## config.mk

```make
export PLATFORM = sky130hd
export DESIGN_NAME = ll1_table_driven_parser
export DESIGN_NICKNAME = d
export VERILOG_FILES = /design/src/hdl/ll1p_pkg.sv /design/src/hdl/ll1p_stack.sv /design/src/hdl/ll1_table_driven_parser.sv
export VERILOG_INCLUDE_DIRS = /design/src /design/src/hdl
export SDC_FILE = /design/constraint.sdc
export NUM_CORES = 1
export LEC_CHECK = 0
export BUFFER_PORTS_ARGS = -buffer_cell sky130_fd_sc_hd__buf_2
export CORE_MARGIN = 4
export CORE_UTILIZATION = 45
export DETAILED_ROUTE_END_ITERATION = 10
export GPL_TIMING_DRIVEN = 0
export PLACE_DENSITY_LB_ADDON = 0.3
export SLEW_MARGIN = 20
export SYNTH_ARGS = -nofsm -noshare
export SYNTH_HDL_FRONTEND = slang
export SYNTH_SLANG_ARGS = --single-unit
```

## constraint.sdc

```tcl
create_clock -name clk_i -period 6.12 [get_ports clk_i]
set_clock_uncertainty 0.05 [all_clocks]
set_input_delay 1.224 -clock clk_i [delete_from_list [all_inputs] [get_ports clk_i]]
set_output_delay 1.224 -clock clk_i [all_outputs]
set_load 0.02 [all_outputs]
```

## src/hdl/ll1_table_driven_parser_assert.svh

```systemverilog
// Assertion macros for the LL(1) table-driven parser.
// Included by the top level; expects clk_i and rst_ni in scope.
`ifndef LL1_TABLE_DRIVEN_PARSER_ASSERT_SVH
`define LL1_TABLE_DRIVEN_PARSER_ASSERT_SVH

// The consequent holds in the same cycle as the antecedent.
`define LL1P_ASSERT_IMP(label, ante, cons) \
  label: assert property (@(posedge clk_i) disable iff (!rst_ni) (ante) |-> (cons)) \
    else $error("parser assertion failed");

// The consequent holds in the cycle after the antecedent.
`define LL1P_ASSERT_NEXT(label, ante, cons) \
  label: assert property (@(posedge clk_i) disable iff (!rst_ni) (ante) |=> (cons)) \
    else $error("parser assertion failed");

`endif

```

## src/hdl/ll1p_pkg.sv

```systemverilog
// Package for the LL(1) table-driven parser: payload types, status and
// register codes, reset values and table lookup functions. No dependencies.
`default_nettype none

package ll1p_pkg;

  typedef struct packed {
    logic       action;
    logic [1:0] token;
  } ll1p_in_t;

  typedef struct packed {
    logic [3:0] status;
    logic [1:0] rule_index;
    logic [2:0] expanded_symbol;
    logic       last;
  } ll1p_out_t;

  localparam logic [3:0] ST_EXPAND   = 4'd0;
  localparam logic [3:0] ST_MATCH    = 4'd1;
  localparam logic [3:0] ST_ACCEPT   = 4'd2;
  localparam logic [3:0] ST_NOENTRY  = 4'd3;
  localparam logic [3:0] ST_MISMATCH = 4'd4;
  localparam logic [3:0] ST_TRAILING = 4'd5;
  localparam logic [3:0] ST_OVERFLOW = 4'd6;
  localparam logic [3:0] ST_LIMIT    = 4'd7;
  localparam logic [3:0] ST_RESTART  = 4'd8;
  localparam logic [3:0] ST_IGNORED  = 4'd9;

  localparam logic [1:0] CFG_PARSE_TABLE  = 2'd0;
  localparam logic [1:0] CFG_RULE_TABLE   = 2'd1;
  localparam logic [1:0] CFG_START_SYMBOL = 2'd2;

  localparam logic [26:0] PARSE_TABLE_RST  = 27'd125662151;
  localparam logic [43:0] RULE_TABLE_RST   = 44'd42951514226;
  localparam logic [2:0]  START_SYMBOL_RST = 3'd2;

  localparam logic [2:0] NO_ENTRY  = 3'd7;
  localparam logic [1:0] TOKEN_END = 2'd2;
  localparam logic [1:0] TOKEN_BAD = 2'd3;

  function automatic logic sym_is_nt(logic [2:0] sym);
    return (sym inside {[3'd2:3'd4]});
  endfunction

  function automatic logic [2:0] pt_entry(logic [26:0] table_bits, logic [2:0] sym,
                                          logic [1:0] tok);
    logic [2:0] nt;
    logic [3:0] col;
    nt  = sym - 3'd2;
    col = 4'(nt[1:0]) * 4'd3 + 4'(tok);
    if (tok == TOKEN_BAD || !sym_is_nt(sym)) begin
      return NO_ENTRY;
    end
    return table_bits[3*col +: 3];
  endfunction

  function automatic logic [10:0] rule_sel(logic [43:0] rules, logic [1:0] idx);
    return rules[11*idx +: 11];
  endfunction

  function automatic logic [2:0] rule_sym(logic [10:0] rule, logic [1:0] pos);
    logic [2:0] sym;
    case (pos)
      2'd1:    sym = rule[4:2];
      2'd2:    sym = rule[7:5];
      2'd3:    sym = rule[10:8];
      default: sym = 3'd0;
    endcase
    return sym;
  endfunction

endpackage

`default_nettype wire

```

## src/hdl/ll1p_stack.sv

```systemverilog
// Symbol stack memory of the LL(1) parser: one write port and one
// registered read port. Uses ll1p_pkg for the reset start symbol.
`default_nettype none

module ll1p_stack import ll1p_pkg::*; #(
  parameter int STACK_DEPTH = 32,
  parameter int AW          = 5
) (
  input  logic          clk_i,
  input  logic          rst_ni,
  input  logic          we_i,
  input  logic [AW-1:0] waddr_i,
  input  logic [2:0]    wdata_i,
  input  logic [AW-1:0] raddr_i,
  output logic [2:0]    rdata_o
);

  logic [2:0] mem_q [STACK_DEPTH];
  logic [2:0] rd_q;
  logic       bottom_valid_q;
  logic       rd_bottom_q;

  always_ff @(posedge clk_i) begin
    if (we_i) begin
      mem_q[waddr_i] <= wdata_i;
    end
    rd_q <= mem_q[raddr_i];
  end

  // Entry zero holds the reset start symbol until it is first written.
  always_ff @(posedge clk_i or negedge rst_ni) begin
    if (!rst_ni) begin
      bottom_valid_q <= 1'b0;
      rd_bottom_q    <= 1'b0;
    end else begin
      if (we_i && waddr_i == '0) begin
        bottom_valid_q <= 1'b1;
      end
      rd_bottom_q <= (raddr_i == '0) && !bottom_valid_q;
    end
  end

  assign rdata_o = rd_bottom_q ? START_SYMBOL_RST : rd_q;

endmodule

`default_nettype wire

```

## src/hdl/ll1_table_driven_parser.sv

```systemverilog
// Usage: LL(1) table-driven recognizer with an input request channel
// (in_valid_i, in_stall_o, in_data_i), a result channel (out_valid_o,
// out_stall_i, out_data_o) and a register write port (cfg_valid_i,
// cfg_ready_o, cfg_index_i, cfg_data_i) that is always ready.
// A request is either a restart or one token. It is taken only while the
// sequencer is idle, then yields one result per expansion and one final
// result marked by last.
// Every result is loaded into the output register at the end of its
// evaluation cycle, so a restart, an ignored token, a match, a final error or
// accept goes from the request register through S_EVAL to the output register.
// Each expansion is evaluated in S_EVAL, then its rule symbols are pushed in
// S_PUSH, last first; an empty rule reloads the top of stack via S_READ and
// S_LOAD unless the stack is left empty. After a match that leaves symbols on
// the stack, S_READ and S_LOAD reload the top before the next request is taken.
// Reset loads the register reset values and a stack holding only the start
// symbol. While the receiver stalls, the result is held and the sequencer
// waits before producing the next result.
// Depends on ll1p_pkg, ll1p_stack and ll1_table_driven_parser_assert.svh.
`default_nettype none

`include "ll1_table_driven_parser_assert.svh"

module ll1_table_driven_parser import ll1p_pkg::*; #(
  parameter int STACK_DEPTH    = 32,
  parameter int MAX_EXPANSIONS = 15,
  parameter int NUM_RULES      = 4
) (
  input  logic       clk_i,
  input  logic       rst_ni,
  input  logic       in_valid_i,
  output logic       in_stall_o,
  input  ll1p_in_t   in_data_i,
  output logic       out_valid_o,
  input  logic       out_stall_i,
  output ll1p_out_t  out_data_o,
  input  logic       cfg_valid_i,
  output logic       cfg_ready_o,
  input  logic [1:0] cfg_index_i,
  input  logic [43:0] cfg_data_i
);

  localparam int DW = $clog2(STACK_DEPTH + 1);
  localparam int AW = $clog2(STACK_DEPTH);
  localparam int EW = $clog2(MAX_EXPANSIONS + 1);
  localparam logic [2:0]    NumRulesC = 3'(NUM_RULES);
  localparam logic [EW-1:0] MaxExpC   = EW'(MAX_EXPANSIONS);
  localparam logic [DW:0]   DepthC    = (DW+1)'(STACK_DEPTH);

  typedef enum logic [4:0] {
    S_IDLE = 5'b00001,
    S_EVAL = 5'b00010,
    S_PUSH = 5'b00100,
    S_READ = 5'b01000,
    S_LOAD = 5'b10000
  } state_e;

  state_e         state_q, state_d;
  logic [26:0]    parse_table_q;
  logic [43:0]    rule_table_q;
  logic [2:0]     start_symbol_q;
  ll1p_in_t       req_q, req_d;
  logic [DW-1:0]  depth_q, depth_d;
  logic [2:0]     top_q, top_d;
  logic           finished_q, finished_d;
  logic [EW-1:0]  exp_cnt_q, exp_cnt_d;
  logic [10:0]    rule_q, rule_d;
  logic [1:0]     push_cnt_q, push_cnt_d;
  logic           ret_eval_q, ret_eval_d;
  logic           out_valid_q, out_valid_d;
  ll1p_out_t      out_q, out_d;

  logic           out_free;
  logic [2:0]     entry;
  logic [10:0]    rule_sel_w;
  logic [DW:0]    ovf_sum;
  logic [DW-1:0]  depth_m1;
  logic           we;
  logic [AW-1:0]  waddr;
  logic [2:0]     wdata;
  logic [2:0]     rdata;

  assign cfg_ready_o = 1'b1;

  always_ff @(posedge clk_i or negedge rst_ni) begin
    if (!rst_ni) begin
      parse_table_q  <= PARSE_TABLE_RST;
      rule_table_q   <= RULE_TABLE_RST;
      start_symbol_q <= START_SYMBOL_RST;
    end else if (cfg_valid_i) begin
      case (cfg_index_i)
        CFG_PARSE_TABLE:  parse_table_q  <= cfg_data_i[26:0];
        CFG_RULE_TABLE:   rule_table_q   <= cfg_data_i;
        CFG_START_SYMBOL: start_symbol_q <= cfg_data_i[2:0];
        default: ;
      endcase
    end
  end

  assign out_free   = !out_valid_q || !out_stall_i;
  assign in_stall_o = (state_q != S_IDLE);
  assign depth_m1   = depth_q - DW'(1);
  assign entry      = pt_entry(parse_table_q, top_q, req_q.token);
  assign rule_sel_w = rule_sel(rule_table_q, entry[1:0]);
  assign ovf_sum    = (DW+1)'(depth_m1) + (DW+1)'(rule_sel_w[1:0]);

  always_comb begin
    state_d     = state_q;
    req_d       = req_q;
    depth_d     = depth_q;
    top_d       = top_q;
    finished_d  = finished_q;
    exp_cnt_d   = exp_cnt_q;
    rule_d      = rule_q;
    push_cnt_d  = push_cnt_q;
    ret_eval_d  = ret_eval_q;
    out_valid_d = out_free ? 1'b0 : out_valid_q;
    out_d       = out_q;
    we          = 1'b0;
    waddr       = depth_q[AW-1:0];
    wdata       = start_symbol_q;

    case (state_q)
      S_IDLE: begin
        if (in_valid_i) begin
          req_d     = in_data_i;
          exp_cnt_d = '0;
          state_d   = S_EVAL;
        end
      end
      S_EVAL: begin
        if (out_free) begin
          out_valid_d = 1'b1;
          out_d       = '{status: ST_IGNORED, rule_index: 2'd0,
                          expanded_symbol: 3'd0, last: 1'b1};
          state_d     = S_IDLE;
          if (req_q.action) begin
            out_d.status = ST_RESTART;
            we           = 1'b1;
            waddr        = '0;
            depth_d      = DW'(1);
            top_d        = start_symbol_q;
            finished_d   = 1'b0;
          end else if (finished_q) begin
            out_d.status = ST_IGNORED;
          end else if (depth_q == '0) begin
            finished_d   = 1'b1;
            out_d.status = (req_q.token == TOKEN_END) ? ST_ACCEPT : ST_TRAILING;
          end else if (!sym_is_nt(top_q)) begin
            if (top_q == {1'b0, req_q.token}) begin
              out_d.status = ST_MATCH;
              depth_d      = depth_m1;
              if (depth_m1 != '0) begin
                ret_eval_d = 1'b0;
                state_d    = S_READ;
              end
            end else begin
              finished_d   = 1'b1;
              out_d.status = ST_MISMATCH;
            end
          end else if (entry == NO_ENTRY || entry >= NumRulesC) begin
            finished_d   = 1'b1;
            out_d.status = ST_NOENTRY;
          end else if (exp_cnt_q >= MaxExpC) begin
            finished_d   = 1'b1;
            out_d.status = ST_LIMIT;
          end else if (ovf_sum > DepthC) begin
            finished_d   = 1'b1;
            out_d.status = ST_OVERFLOW;
          end else begin
            out_d      = '{status: ST_EXPAND, rule_index: entry[1:0],
                           expanded_symbol: top_q, last: 1'b0};
            exp_cnt_d  = exp_cnt_q + EW'(1);
            depth_d    = depth_m1;
            rule_d     = rule_sel_w;
            push_cnt_d = rule_sel_w[1:0];
            ret_eval_d = 1'b1;
            if (rule_sel_w[1:0] != 2'd0) begin
              state_d = S_PUSH;
            end else if (depth_m1 != '0) begin
              state_d = S_READ;
            end else begin
              state_d = S_EVAL;
            end
          end
        end
      end
      S_PUSH: begin
        we         = 1'b1;
        wdata      = rule_sym(rule_q, push_cnt_q);
        top_d      = wdata;
        depth_d    = depth_q + DW'(1);
        push_cnt_d = push_cnt_q - 2'd1;
        if (push_cnt_q == 2'd1) begin
          state_d = S_EVAL;
        end
      end
      S_READ: begin
        state_d = S_LOAD;
      end
      S_LOAD: begin
        top_d   = rdata;
        state_d = ret_eval_q ? S_EVAL : S_IDLE;
      end
      default: begin
        state_d = S_IDLE;
      end
    endcase
  end

  always_ff @(posedge clk_i or negedge rst_ni) begin
    if (!rst_ni) begin
      state_q     <= S_IDLE;
      depth_q     <= DW'(1);
      top_q       <= START_SYMBOL_RST;
      finished_q  <= 1'b0;
      exp_cnt_q   <= '0;
      push_cnt_q  <= '0;
      ret_eval_q  <= 1'b0;
      out_valid_q <= 1'b0;
    end else begin
      state_q     <= state_d;
      depth_q     <= depth_d;
      top_q       <= top_d;
      finished_q  <= finished_d;
      exp_cnt_q   <= exp_cnt_d;
      push_cnt_q  <= push_cnt_d;
      ret_eval_q  <= ret_eval_d;
      out_valid_q <= out_valid_d;
    end
  end

  always_ff @(posedge clk_i) begin
    req_q  <= req_d;
    rule_q <= rule_d;
    out_q  <= out_d;
  end

  ll1p_stack #(
    .STACK_DEPTH(STACK_DEPTH),
    .AW         (AW)
  ) u_stack (
    .clk_i  (clk_i),
    .rst_ni (rst_ni),
    .we_i   (we),
    .waddr_i(waddr),
    .wdata_i(wdata),
    .raddr_i(depth_m1[AW-1:0]),
    .rdata_o(rdata)
  );

  assign out_valid_o = out_valid_q;
  assign out_data_o  = out_q;

  `LL1P_ASSERT_IMP(a_depth_bound, 1'b1, depth_q <= DW'(STACK_DEPTH))
  `LL1P_ASSERT_IMP(a_exp_bound, 1'b1, exp_cnt_q <= MaxExpC)
  `LL1P_ASSERT_IMP(a_push_nonzero, state_q == S_PUSH, push_cnt_q != 2'd0)
  `LL1P_ASSERT_NEXT(a_take_eval, in_valid_i && !in_stall_o, state_q == S_EVAL)

endmodule

`default_nettype wire

```

==> flow_summary.ini <==
[clock_tree]
numCtsBuffers = 23
clock-sinks = 220
root_buffer = clkbuf_16
clk_latency_ns = 0.50
clock_path_buffers = 3
cts.htree.levels = 1
cts_tree = yes
path_clk_slew_ns = 0.06
cts-hold-fix-buffers = 0

[sta]
fin_crit_sh = 0.954
fmax_mhz = 171
drv_slew = 0
rsz0062_at_grt = no
tightest_slew_ns = 1.04
period_needed_ns = 5.84
setup_slack_ns = 0.282
setup_violations = 0
setup_tns_ns = 0
final_hold_viol_count = 0
maxSlewHeadroom = 0.299

[finish]
drive_gt1_frac = 0.349
fin_area_um2 = 11800
fin_nets = 892
syn_to_final_growth_pct = 15.3
n_antenna_cell = 0
fill_cells = 1836

[setup_path]
ff2ff_path_depth = 19
worstPathArrival_ns = 6.17
r2r-start = top_q[1]$_DFFE_PN1P_
critical_path_required_ns = 6.45
path_class = register to register
endpoint_kind = register
path_max_fanout = 7
startpoint_type = register
cp-startpoint = top_q[1]$_DFFE_PN1P_

[detailed_routing]
drt_iter0_drc = 486
vias = 6460
firstDrtPassIters = 4
detail-route-antenna-nets = 0
routedWlPerCell_um = 20.8
totalWireLength_um = 23200
avgViaCountPerCell = 5.78
drc_errors = 0

[logic_synthesis]
synthArstFlopShare = 0.450
synthFlopType = edfxtp_1
synth_most_common_cell = edfxtp_1
synthTopCellsByArea = edfxtp_1 (35%), dfrtp_1 (16%), dfstp_2 (8.7%)
synthCells = 724
synth-edff-count = 118
yosysWarnings = 0
synth_nets = 795
avgSynthCellArea_um2 = 14.1
netlist_top_cells_count = edfxtp_1 (118), mux2_2 (77), dfrtp_1 (65), nor2_1 (54), nand2_1 (36)
synth_seq_area_share = 0.598
yosys_register_bits = 220
synth_area_um2 = 10200
yosysTopAreaCell = edfxtp_1
yosysUniqueCellTypes = 88
synth_top_area_share = 0.346

[power_and_ir_drop]
vdd_drop_max_uv = 315
pwr_density_cell_nw_per_um2 = 467
p_leak_nw = 4.41
finalPower_mw = 5.51

[worst_hold_path]
hold_depth = 1
hold_class = register to register
min-delay-start = u_stack.bottom_valid_q$_DFFE_PN0P_

[run_status]
run_status = finished clean

[die]
coreArea_um2 = 22100
rows = 54
die-height_um = 159
die_area_um2 = 25200
io_pins = 67
fp.dieW_um = 159
initial_utilization = 0.464

[global_routing]
antenna_found_initial = 0
grt_pass1_vias = 6560
grt_overflow = 0
grt_max_degree = 78
grt_pass1_wl_um = 36900
grtUsageTotal = 0.181

[placed_design]
gp_congestion = 0.895
place_hpwl_um = 16300
dpl_cell_area_um2 = 11000
dp_worst_setup_slack_ns = -0.626
port_buffers = 65

[flow_run]
cap_violations = 0
-- sequential cells by signal (all words and copies together), names as in the netlist, named ones only --
register and cells:
parse_table_q 27, req_q 3, finished_q 1, push_cnt_q 2, rule_q 9, u_stack.bottom_valid_q 1
state_q 5, depth_q 6, out_data_o 10, ret_eval_q 1, exp_cnt_q 4, start_symbol_q 3
rule_table_q 44, top_q 3, u_stack.rd_bottom_q 1, u_stack.rd_q 3, u_stack.mem_q 96
-- power by group --
group / leakage (nW) / switching [mW] / total [mW] / internal [mW]
logic: 1.80 / 1.25 / 2.18 / 0.938
clock network: 0.370 / 0.566 / 1.40 / 0.832
registers: 2.24 / 0.109 / 1.93 / 1.82
-- final timing paths --
kind                                                 end  slack, ns
max reg2reg                    push_cnt_q[1]$_DFFE_PN0P_       0.28
min in group asynchronous       exp_cnt_q[0]$_DFFE_PN0P_       0.52
max in group asynchronous   rule_table_q[33]$_DFFE_PN1P_       4.80
max                            push_cnt_q[1]$_DFFE_PN0P_       0.28
min                        u_stack.rd_bottom_q$_DFF_PN0_       0.38
min reg2reg                u_stack.rd_bottom_q$_DFF_PN0_       0.38
-- cell families after synthesis --
logic type	after synthesis	synth area share
AO/OA/AOI/OAI	118	0.0855
multiplexers	128	0.175
adder cells (fa/ha/maj)	17	0.0230
AND/OR/NAND/NOR	177	0.0894
XOR/XNOR	6	0.00513
buffers and inverters	57	0.0238
other	1	0.000366
flip-flops	220	0.598
-- cell type report --
type                            instances  area, um^2  area share
Clock buffer                           27         601      0.0508
Timing Repair inverter                  1        7.51    0.000636
Sequential cell                       220        6120       0.518
Inverter                               19        75.1     0.00636
Timing Repair Buffer                   72         412      0.0349
Buffer                                 37         173      0.0146
Clock inverter                         14         158      0.0133
Multi-Input combinational cell        447        3910       0.331
Tap cell                              280         350      0.0297
-- stage by stage --
| stage | std cells | hold slack [ns] | utilization |
|---|---|---|---|
| 3_3_place_gp | 1069 | 0.360 | 0.494 |
| 6_report | 1117 | 0.378 | 0.535 |
| 2_1_floorplan | 724 | 0.346 | - |
| 5_1_grt | 1117 | 0.395 | 0.535 |
| 4_1_cts | 1111 | 0.381 | 0.532 |
| 3_5_place_dp | 1071 | 0.364 | 0.497 |
-- routing by layer --
layer	global-route usage	share of wire	up-vias
met5	0	0	-
met4	0.0391	0.018	0
met3	0.0241	0.056	34
met2	0.305	0.49	203
met1	0.254	0.44	3262
li1	-	-	2961
-- timing repair --
item                                    in CTS  in global routing
pin swaps                                    0                  3
resized for setup                            5                  6
cloned                                       0                  1
buffers inserted                             0                  5
endpoints found under the setup margin      35                 25
-- cells in the final DEF (no fill, tap or decap), drive strengths merged, types with 5 or more instances in the layout --
| cell type | count |
|---|---|
| a211oi | 10 |
| a21oi | 33 |
| a22oi | 5 |
| and3 | 8 |
| buf | 84 |
| clkbuf | 52 |
| clkinv | 8 |
| dfrtp | 65 |
| dfstp | 34 |
| edfxtp | 118 |
| ha | 14 |
| inv | 19 |
| mux2 | 78 |
| mux2i | 17 |
| mux4 | 33 |
| nand2 | 37 |
| nand3 | 13 |
| nor2 | 55 |
| nor2b | 11 |
| nor3 | 14 |
| nor4 | 7 |
| o21a | 5 |
| o21ai | 20 |
-- worst max-delay path, cell delays in order (launching register included) --
cell and delay (ns):
dfstp_2 0.60, fa_1 0.42, inv_1 0.07, ha_1 0.13, inv_1 0.05, fa_2 0.65, mux4_2 0.35, mux2_2 0.31
a221oi_4 0.42, mux2i_2 0.36, a22oi_4 0.16, ha_1 0.23, fa_1 0.45, nor2_2 0.13, o2111ai_1 0.14, a22oi_2 0.26
o21bai_4 0.13, nor3b_4 0.24, nand2_4 0.16, a311o_1 0.39
(Power assumes the default switching activity.)
